===== config.mk =====
export PLATFORM = sky130hd
export DESIGN_NAME = rms_level_smoother_top
export DESIGN_NICKNAME = d
export VERILOG_FILES = /design/src/hw/rtl/rls_pkg.sv /design/src/hw/rtl/rms_level_smoother_top.sv
export SDC_FILE = /design/constraint.sdc
export NUM_CORES = 1
export LEC_CHECK = 0
export BUFFER_PORTS_ARGS = -buffer_cell sky130_fd_sc_hd__buf_2
export CORE_ASPECT_RATIO = 0.6
export CORE_MARGIN = 3
export CORE_UTILIZATION = 24
export DETAILED_ROUTE_END_ITERATION = 7
export PLACE_DENSITY = 0.44
export SKIP_CTS_REPAIR_TIMING = 1
export SYNTH_ARGS = -nofsm -noshare
export SYNTH_HDL_FRONTEND = slang
export SYNTH_SLANG_ARGS = --single-unit

===== constraint.sdc =====
create_clock -name aclk -period 13.03 [get_ports aclk]
set_input_delay 0.6515 -clock aclk [delete_from_list [all_inputs] [get_ports aclk]]
set_output_delay 0.6515 -clock aclk [all_outputs]
set_load 0.05 [all_outputs]

===== src/hw/rtl/rls_pkg.sv =====
// shared types and constants of the rms level smoother
package rls_pkg;

    // frame limit per buffer and derived widths
    localparam int MAX_FRAMES = 1024;
    localparam int SAMPLE_W   = 16;
    localparam int CNT_W      = $clog2(MAX_FRAMES + 1);
    localparam int DIV_W      = CNT_W + 1;
    localparam int SUM_W      = 40;
    localparam int ROOT_W     = 15;
    localparam int RAD_W      = 2 * ROOT_W;
    localparam int REM_W      = (DIV_W + 1 > ROOT_W + 4) ? DIV_W + 1 : ROOT_W + 4;
    localparam int ITER_W     = $clog2(SUM_W);
    localparam int SQ_W       = 2 * (SAMPLE_W - 1) - 1;
    localparam int MUL_W      = 18;
    localparam int PROD_W     = 2 * MUL_W;
    localparam int LVL_ACC_W  = 32;
    localparam int FRAC_W     = 16;

    // smoothing factors 0.93 and 0.07 in q0.16
    localparam logic signed [MUL_W-1:0] KEEP_Q16 = 18'sd60948;
    localparam logic signed [MUL_W-1:0] TAKE_Q16 = 18'sd4588;

    // tdata widths, padded to whole bytes
    localparam int S_TDATA_W = 32;
    localparam int M_TDATA_W = 32;

    // sequencer states
    typedef enum logic [3:0] {
        ST_IDLE,
        ST_SQ_L,
        ST_SQ_R,
        ST_ADD,
        ST_PREP,
        ST_DIV,
        ST_SQRT,
        ST_SM_A,
        ST_SM_B,
        ST_SM_C,
        ST_OUT
    } rls_state_t;

endpackage


===== src/hw/rtl/rms_level_smoother_top.sv =====
// rms level smoother: sum of squares, iterative divide and square root, smoothing
//
// channel   dir  tdata (low bit up)                       tuser  tlast
// s_axis    in   left_sample[15:0], right_sample[31:16]    -      last_frame
// m_axis    out  buffer_rms[14:0], smoothed_level[29:15]   -      -
//
// an ordinary frame runs from its beat to the next beat through two squares on the single
// 18x18 multiplier and two saturating adds into the sum
// a frame marked last then runs 40 restoring divide steps and 15 square root steps that
// share one subtract-compare unit, then smoothing on the multiplier
// s_axis_tready is high only while the sequencer is idle; a waiting result does not block
// input, but a new result waits in its final state until the output register is free
// reset is synchronous on aresetn low and clears the sum, frame count and smoothed level
module rms_level_smoother_top (
    input  logic                             aclk,
    input  logic                             aresetn,
    input  logic                             s_axis_tvalid,
    output logic                             s_axis_tready,
    input  logic [rls_pkg::S_TDATA_W-1:0]    s_axis_tdata,  // left_sample, right_sample
    input  logic                             s_axis_tlast,
    output logic                             m_axis_tvalid,
    input  logic                             m_axis_tready,
    output logic [rls_pkg::M_TDATA_W-1:0]    m_axis_tdata   // buffer_rms, smoothed_level, pad
);
    import rls_pkg::*;

    rls_state_t state_reg, state_next;

    logic signed [SAMPLE_W-1:0] left_reg, left_next;
    logic signed [SAMPLE_W-1:0] right_reg, right_next;
    logic                       last_reg, last_next;
    logic [SUM_W-1:0]           sum_reg, sum_next;
    logic [CNT_W-1:0]           count_reg, count_next;
    logic [ROOT_W-1:0]          level_reg, level_next;
    logic [ROOT_W-1:0]          root_reg, root_next;
    logic [REM_W-1:0]           rem_reg, rem_next;
    logic [ITER_W-1:0]          iter_reg, iter_next;
    logic signed [PROD_W-1:0]   prod_reg, prod_next;
    logic [LVL_ACC_W-1:0]       acc_reg, acc_next;
    logic                       m_valid_reg, m_valid_next;
    logic [M_TDATA_W-1:0]       m_data_reg, m_data_next;

    // shared multiplier operands
    logic signed [MUL_W-1:0]    mul_a, mul_b;
    logic signed [PROD_W-1:0]   mul_p;
    // shared subtract-compare unit
    logic [REM_W-1:0]           sub_a, sub_b;
    logic [REM_W:0]             sub_d;
    logic                       sub_ge;
    // saturating accumulate of one square
    logic [SUM_W:0]             sum_add;
    logic [SUM_W-1:0]           sum_sat;
    logic [LVL_ACC_W:0]         lvl_sum;
    logic signed [SAMPLE_W-1:0] half_l, half_r;
    logic                       not_full;

    // halved samples, arithmetic shift
    assign half_l   = left_reg >>> 1;
    assign half_r   = right_reg >>> 1;
    assign not_full = count_reg < CNT_W'(MAX_FRAMES);

    // operand selection for the multiplier
    always_comb begin
        mul_a = '0;
        mul_b = '0;
        unique case (state_reg)
            ST_SQ_L: begin
                mul_a = MUL_W'(half_l);
                mul_b = MUL_W'(half_l);
            end
            ST_SQ_R: begin
                mul_a = MUL_W'(half_r);
                mul_b = MUL_W'(half_r);
            end
            ST_SM_A: begin
                mul_a = KEEP_Q16;
                mul_b = signed'(MUL_W'(level_reg));
            end
            ST_SM_B: begin
                mul_a = TAKE_Q16;
                mul_b = signed'(MUL_W'(root_reg));
            end
            default: begin
                mul_a = '0;
                mul_b = '0;
            end
        endcase
    end

    assign mul_p = mul_a * mul_b;

    // operand selection for the subtract-compare unit
    always_comb begin
        if (state_reg == ST_SQRT) begin
            sub_a = {rem_reg[REM_W-3:0], sum_reg[RAD_W-1 -: 2]};
            sub_b = REM_W'({root_reg, 2'b01});
        end else begin
            sub_a = {rem_reg[REM_W-2:0], sum_reg[SUM_W-1]};
            sub_b = REM_W'({count_reg, 1'b0});
        end
    end

    assign sub_d  = {1'b0, sub_a} - {1'b0, sub_b};
    assign sub_ge = !sub_d[REM_W];

    // sum plus latest square, saturating
    assign sum_add = {1'b0, sum_reg} + (SUM_W + 1)'(prod_reg[SQ_W-1:0]);
    assign sum_sat = sum_add[SUM_W] ? {SUM_W{1'b1}} : sum_add[SUM_W-1:0];

    // weighted sum of old level and new rms
    assign lvl_sum = {1'b0, acc_reg} + {1'b0, prod_reg[LVL_ACC_W-1:0]};

    // sequencer: next state and datapath updates
    always_comb begin
        state_next   = state_reg;
        left_next    = left_reg;
        right_next   = right_reg;
        last_next    = last_reg;
        sum_next     = sum_reg;
        count_next   = count_reg;
        level_next   = level_reg;
        root_next    = root_reg;
        rem_next     = rem_reg;
        iter_next    = iter_reg;
        prod_next    = prod_reg;
        acc_next     = acc_reg;
        m_valid_next = m_valid_reg;
        m_data_next  = m_data_reg;
        s_axis_tready = 1'b0;

        // output register drains independently
        if (m_valid_reg && m_axis_tready) begin
            m_valid_next = 1'b0;
        end

        unique case (state_reg)
            ST_IDLE: begin
                s_axis_tready = 1'b1;
                if (s_axis_tvalid) begin
                    left_next  = s_axis_tdata[SAMPLE_W-1:0];
                    right_next = s_axis_tdata[2*SAMPLE_W-1:SAMPLE_W];
                    last_next  = s_axis_tlast;
                    state_next = ST_SQ_L;
                end
            end
            ST_SQ_L: begin
                prod_next = mul_p;
                if (not_full) begin
                    state_next = ST_SQ_R;
                end else if (last_reg) begin
                    state_next = ST_PREP;
                end else begin
                    state_next = ST_IDLE;
                end
            end
            ST_SQ_R: begin
                sum_next   = sum_sat;
                prod_next  = mul_p;
                state_next = ST_ADD;
            end
            ST_ADD: begin
                sum_next   = sum_sat;
                count_next = count_reg + 1'b1;
                state_next = last_reg ? ST_PREP : ST_IDLE;
            end
            ST_PREP: begin
                rem_next  = '0;
                iter_next = '0;
                root_next = '0;
                // empty buffer gives a zero mean
                if (count_reg == '0) begin
                    sum_next   = '0;
                    state_next = ST_SQRT;
                end else begin
                    state_next = ST_DIV;
                end
            end
            ST_DIV: begin
                rem_next = sub_ge ? sub_d[REM_W-1:0] : sub_a;
                sum_next = {sum_reg[SUM_W-2:0], sub_ge};
                if (iter_reg == ITER_W'(SUM_W - 1)) begin
                    rem_next   = '0;
                    iter_next  = '0;
                    state_next = ST_SQRT;
                end else begin
                    iter_next = iter_reg + 1'b1;
                end
            end
            ST_SQRT: begin
                rem_next  = sub_ge ? sub_d[REM_W-1:0] : sub_a;
                sum_next  = {sum_reg[SUM_W-3:0], 2'b00};
                root_next = {root_reg[ROOT_W-2:0], sub_ge};
                if (iter_reg == ITER_W'(ROOT_W - 1)) begin
                    state_next = ST_SM_A;
                end else begin
                    iter_next = iter_reg + 1'b1;
                end
            end
            ST_SM_A: begin
                prod_next  = mul_p;
                state_next = ST_SM_B;
            end
            ST_SM_B: begin
                acc_next   = prod_reg[LVL_ACC_W-1:0];
                prod_next  = mul_p;
                state_next = ST_SM_C;
            end
            ST_SM_C: begin
                level_next = lvl_sum[FRAC_W +: ROOT_W];
                state_next = ST_OUT;
            end
            ST_OUT: begin
                if (!m_valid_reg || m_axis_tready) begin
                    m_valid_next = 1'b1;
                    m_data_next  = M_TDATA_W'({level_reg, root_reg});
                    sum_next     = '0;
                    count_next   = '0;
                    state_next   = ST_IDLE;
                end
            end
            default: begin
                state_next = ST_IDLE;
            end
        endcase
    end

    // state register
    always_ff @(posedge aclk) begin
        if (!aresetn) begin
            state_reg <= ST_IDLE;
        end else begin
            state_reg <= state_next;
        end
    end

    // control and accumulated state
    always_ff @(posedge aclk) begin
        if (!aresetn) begin
            sum_reg     <= '0;
            count_reg   <= '0;
            level_reg   <= '0;
            iter_reg    <= '0;
            m_valid_reg <= 1'b0;
        end else begin
            sum_reg     <= sum_next;
            count_reg   <= count_next;
            level_reg   <= level_next;
            iter_reg    <= iter_next;
            m_valid_reg <= m_valid_next;
        end
    end

    // payload registers
    always_ff @(posedge aclk) begin
        left_reg   <= left_next;
        right_reg  <= right_next;
        last_reg   <= last_next;
        root_reg   <= root_next;
        rem_reg    <= rem_next;
        prod_reg   <= prod_next;
        acc_reg    <= acc_next;
        m_data_reg <= m_data_next;
    end

    assign m_axis_tvalid = m_valid_reg;
    assign m_axis_tdata  = m_data_reg;

    // frame count never passes the per-buffer limit
    a_count_limit: assert property (@(posedge aclk) disable iff (!aresetn)
        count_reg <= CNT_W'(MAX_FRAMES))
        else $error("frame count above limit");

    // a result is only loaded from the output state
    a_out_from_seq: assert property (@(posedge aclk) disable iff (!aresetn)
        $rose(m_valid_reg) |-> $past(state_reg == ST_OUT))
        else $error("result raised outside output state");

    // no second beat is taken while a frame is being worked on
    a_busy_after_beat: assert property (@(posedge aclk) disable iff (!aresetn)
        (s_axis_tvalid && s_axis_tready) |=> !s_axis_tready)
        else $error("ready while busy");

    // rms and level stay within the q0.15 range
    a_result_range: assert property (@(posedge aclk) disable iff (!aresetn)
        m_valid_reg |-> (m_data_reg[ROOT_W-1:0] <= ROOT_W'(16384))
                     && (m_data_reg[2*ROOT_W-1:ROOT_W] <= ROOT_W'(16384)))
        else $error("result out of range");

endmodule


==> results.md, run 1 <==
* Outcome: completed
* Die area at 99800 um2
* Syn Inst Count at 2441
* Final GP Congestion at 0.868
* Vias in the first global route at 16.7k
* Synth unique cells at 80
* Crit path DAT at 9.84 ns
* Post-synth EDFFs at 156
* Initial antenna violation count at 2
* Root buffer cell: clkbuf_16
* Io pins at 71
* Routed vias at 17.4k
* Final setup fails at 0
* Slew HR at 22.2%
* Area Growth Syn to Fin at 11.3%
* Critical path class: flip-flop to flip-flop
* RSZ-0062 raised after global routing: false
* Final clock skew at 0.0389 ns
* Type of origin of the critical path: flip-flop
* Fin area at 25600 um2
* Met3 usage at 2.96%
* Top-count cell post-synth: inv_1
* WL per Instance at 19.6 um
* Worst min path class: primary input to flip-flop
* Ys async rst share at 0%
* Max-cap violation count at 0
* Largest register FFs at 40
* DRC viols at 0
* CP required at 13.37 ns
* Num CTS Buffers at 26
* Layout cells sized above 1 at 6.86%
* PortBufs at 66
* Met1 usage in global routing at 25.5%
* Worst setup EP type: flip-flop
* Critical-path top delay cell: a21oi_1
* First-pass GRT wire length at 111000 um
* Worst skew pair latency at 0.60 ns
* Critical Path Most Common Cell: fa_1
* Final ANT Viol Nets at 0
* Fin. Hold Viols at 0
* Clock transition at path regs at 0.07 ns
* Pin count of the biggest net entering global routing at 75
* Fmax at 0.105 GHz
* Crit path max fanout at 24
* CP peak stage delay at 0.73 ns
* Top cells by area, synth: fa_1 24%, edfxtp_1 20%, ha_1 9.1%, dfxtp_1 6.7%, inv_1 6.4%
* Starting Density at 24.4%
* Router iterations before antenna repair at 7
* Final min period at 9.50 ns
* NumNets Final at 2954
* Primary FF master, synth: edfxtp_1
* Initial DRC Count at 1616
* DP HPWL at 58100 um
* Peak VDD IR at 243 uV
* Worst Tran Pin Value at 1.15 ns
* Synth top area share at 24.1%
* Yosys warnings at 0
* Fin. max-slew vios at 0
* Die Y at 246 um
* Htree depth at 1
* Die width at 406 um
* Synthesized flop and latch total at 233
* Clock Tree Buf Depth at 3
* Most used routing layer: met1
* DRT Wirelength at 73400 um
* GRT Util Overall at 14.7%
* Gr ovfl total at 0
* LEAKAGE at 11.4 nW
* CTS tree: done
* Core area at 94500 um2
* Drt via density at 4.65
* Leading area contributor after synthesis: fa_1
* Crit share post-route at 72.9%
* Sequential fraction of the synthesis area at 27.0%
* Pwr dens at 280 nW/um2
* Avg Inst Size Synth at 9.43 um2
* GR Util met2 at 17.8%
* Area after DPL at 24800 um2
* Clk sinks at 233
* Setup TNS at 0 ns
* Num rows at 87
* Most frequent cells after synthesis: 393 x inv_1, 311 x nand2_1, 277 x fa_1, 209 x nor2_1, 167 x ha_1
* Post-synthesis cell area at 23000 um2
## layout by cell type, fill, tap and decap left out, types with 16 or more instances in the layout
master       n
dfxtp_1     77
nor2_1     209
edfxtp_1   156
fa_1       277
o21ai_0     61
a221oi_1    39
a21oi_1    108
a211oi_1    29
a31oi_1     17
o21a_1      28
nor3_1      17
buf_4       30
xnor2_1     59
buf_2       66
nand3_1     25
and3_1      17
and2_1      40
mux2i_1     16
xor2_1      37
clkbuf_16   26
ha_1       167
a22oi_1     25
nand2_1    311
a21o_1      44
inv_1      393
## path summary, 6_finish.rpt
kind         slack [ns]                    endpoint  depth (start not counted)                 startpoint
max                3.53      prod_reg[29]$_DFFE_PN_                         27  state_reg[1]$_SDFFE_PN0P_
min                0.23      left_reg[11]$_DFFE_PP_                          1           s_axis_tdata[11]
max reg2reg        3.53      prod_reg[29]$_DFFE_PN_                         27  state_reg[1]$_SDFFE_PN0P_
min reg2reg        0.48  m_axis_tdata[22]$_DFFE_PP_                          0  level_reg[7]$_SDFFE_PN0P_
## cell families (layout without fill, tap and decap cells)
logic type      Yosys count  count (layout)  share of synthesized area [%]
fa+ha+maj               444             444                           33.2
buf+inv                 490             541                           8.13
simple gates            711             711                           13.7
other cells               1               3                         0.0163
compound gates          448             448                           13.5
xor+xnor                 96              96                           3.65
flops                   233             233                           27.0
mux                      18              18                          0.794
## stage by stage
step	cells	worst slack (ns)	hold WS [ns]	power, mW	utilization [%]
floorplan	2442	4.92	0.425	4.82	-
global placement	3691	3.60	0.460	6.44	26.2
detailed placement	3691	3.64	0.454	6.42	26.2
CTS	3739	3.61	0.194	7.21	27.1
global route	3739	3.05	0.205	7.93	27.1
finish	3740	3.53	0.231	7.17	27.1
## cell type report
cell class	instances	area (um2)
sequential	233	6230
clock buffer	31	669
antenna	1	2.50
fill	10200	68900
multi-input combinational	1719	15000
inverter	397	1490
tap	1246	1560
clock inverter	17	139
timing repair buffer	96	556
## routing by layer
metal,share of wire [%],vias up
met3,7.9,44
met2,35,573
li1,-,8194
met1,56,8578
met5,0,-
met4,1.3,0
## worst max-delay path: cells and delay by family, from the launching register on
kind | cells | cell delay (ns)
AO/OA/AOI/OAI | 9 | 2.76
XOR/XNOR | 1 | 0.08
adder cells (fa/ha/maj) | 7 | 3.34
buffers and inverters | 6 | 1.39
flip-flops | 1 | 0.58
AND/OR/NAND/NOR | 4 | 1.06
## power breakdown
part	internal (mW)	switching [mW]
clock	0.391	0.348
combinational	1.95	3.24
sequential	1.09	0.151
total	3.43	3.74
No activity file was read; power rests on OpenSTA's default activity.
==> run 2, diff against run 1 <==
--- a/config.mk
+++ b/config.mk
@@ -10,7 +10,7 @@
 export CORE_MARGIN = 3
 export CORE_UTILIZATION = 24
 export DETAILED_ROUTE_END_ITERATION = 7
-export PLACE_DENSITY = 0.44
+export PLACE_DENSITY = 0.45
 export SKIP_CTS_REPAIR_TIMING = 1
 export SYNTH_ARGS = -nofsm -noshare
 export SYNTH_HDL_FRONTEND = slang
==> constraint.sdc (replaced) <==
create_clock -name aclk -period 8.1 [get_ports aclk]
set_input_delay 0.405 -clock aclk [delete_from_list [all_inputs] [get_ports aclk]]
set_output_delay 0.405 -clock aclk [all_outputs]
set_load 0.05 [all_outputs]
==> run 2 against run 1 <==
Compared with the run above: total power rose by 64%; global-route usage decreased by 0.10 points; clock-buffer cell count decreased by 5; final cell count grew 2.4%; sequential power rose by 59%; worst setup slack worse by 3.2 ns; non-clock buffer count grew 91; sequential share of layout area fell by 0.84 points; final area increased by 3.6%; combinational power increased by 63%; clock skew is 0.013 ns lower; fmax rose by 22%; critical path type unchanged; critical endpoint unchanged; largest cell class unchanged; highest routed layer unchanged.
==> results.md, run 2 (synthesis results as in run 1) <==
* Peak VDD IR at 291 uV
* Io pins at 71
* Pre-CTS WS at 0.200 ns
* Clock transition at path regs at 0.07 ns
* Worst min path class: primary input to flip-flop
* CP delay by family, top: adder cells
* Critical R2R Launch: state_reg[2]$_SDFFE_PN0P_
* DRC viols at 0
* Final hold slack at 0.0138 ns
* Die area at 99800 um2
* # placed instances at 3754
* CP required at 8.42 ns
* LEAKAGE at 11.9 nW
* Initial antenna violation count at 4
* PortBufs at 66
* Fmax at 0.128 GHz
* Drt via density at 4.61
* First-pass GRT wire length at 110000 um
* Area after DPL at 25300 um2
* Final std cells w/o fill at 3828
* Sequential Area at 6230 um2
* Comb power frac at 72.2%
* CTS tree: done
* Max-cap violation count at 0
* Outcome: completed
* Type of origin of the critical path: flip-flop
* Worst skew pair latency at 0.58 ns
* P_int at 5.80 mW
* DP HPWL at 60100 um
* N_diodes at 0
* Worst setup EP type: flip-flop
* CP peak stage delay at 0.56 ns
* NetSw at 5.95 mW
* Vias in the first global route at 16.8k
* Num CTS Buffers at 25
* Fin. Hold Viols at 0
* Gr ovfl total at 0
* Clk sinks at 233
* Largest register FFs at 40
* Root buffer cell: clkbuf_16
* Pin count of the biggest net entering global routing at 75
* Crit path from: state_reg[2]$_SDFFE_PN0P_
* Seq pwr share at 17.0%
* Clock share of power at 10.9%
* Setup TNS at 0 ns
* NumNets Final at 3044
* Num rows at 87
* Fillers at 10.1k
* Final setup fails at 0
* DRT Wirelength at 73200 um
* Fin area at 26500 um2
* Hold_sp: s_axis_tdata[15]
* Pwr dens at 443 nW/um2
* Die width at 406 um
* Worst Tran Pin Value at 1.13 ns
* GRT Util Overall at 14.6%
* Initial DRC Count at 1669
* Multi-input logic area at 15000 um2
* Router iterations before antenna repair at 5
* Crit path DAT at 8.14 ns
* Htree depth at 1
* Area Growth Syn to Fin at 15.3%
* Crit path max fanout at 16
* WL per Instance at 19.1 um
* Routed vias at 17.7k
* Worst setup margin at 0.286 ns
* Fin. max-slew vios at 0
* Final ANT Viol Nets at 0
* Final min period at 7.81 ns
* Critical-path top delay cell: fa_1
* Critical Path Most Common Cell: fa_1
* Die Y at 246 um
* CP bufs+invs at 7
* Clock Tree Buf Depth at 3
* RSZ-0062 raised after global routing: false
* Most frequent cells in the layout: 392 x inv_1, 310 x nand2_1, 277 x fa_1, 204 x nor2_1, 167 x ha_1
* Crit share post-route at 96.5%
* Starting Density at 24.4%
* Commonest non-fill, non-tap cell in the layout: inv_1
* Final clock skew at 0.0255 ns
* Core area at 94500 um2
* Slew HR at 24.1%
* Sw Share at 50.6%
* Layout cells sized above 1 at 9.91%
* Critical path class: flip-flop to flip-flop
* Final GP Congestion at 0.909
[run 2: power groups by stage]
stage	Sequential, mW	Combinational, mW	Clock [mW]
after floorplan	1.89	5.85	0
after global placement	2.02	8.41	0
after detailed placement	2.02	8.41	0
after CTS	1.99	8.46	1.31
after global routing	2.02	9.57	1.37
final	1.99	8.48	1.28
[run 2: cell type report]
class | instances | area share, %
multi-input combinational | 1719 | 56.6
sequential | 233 | 23.5
tap | 1246 | 5.88
inverter | 397 | 5.64
timing repair buffer | 187 | 5.07
clock buffer | 26 | 2.37
clock inverter | 20 | 0.953
[run 2: layer usage]
layer / share of wire (%) / vias up / GRT usage [%] / routed length [um]
met5: 0 / - / 0 / 0
met4: 1.1 / 0 / 1.45 / 840
met3: 8.0 / 38 / 3.30 / 5860
met2: 35 / 558 / 17.6 / 26000
met1: 55 / 8717 / 25.3 / 40600
li1: - / 8353 / - / -
[run 2: metrics by stage]
step / power (mW) / util [%]
global route: 13.0 / 28.1
finish: 11.7 / 28.1
detailed placement: 10.4 / 26.8
CTS: 11.8 / 27.7
global placement: 10.4 / 26.8
floorplan: 7.75 / -
[run 2: path summary, 6_finish.rpt]
path | endpoint | slack, ns | depth (start not counted)
worst min-delay path | left_reg[15]$_DFFE_PP_ | 0.01 | 1
worst max-delay path | prod_reg[29]$_DFFE_PN_ | 0.29 | 28
worst max register to register | prod_reg[29]$_DFFE_PN_ | 0.29 | 28
worst min register to register | acc_reg[29]$_DFFE_PN_ | 0.47 | 0
[run 2: worst register-to-register path: cells and delay by family (launching register included)]
family          cells  cell delay (ns)
buf+inv             7             0.76
flops               1             0.44
xor+xnor            1             0.09
simple gates        5             0.72
compound gates      8             2.15
fa+ha+maj           7             3.39
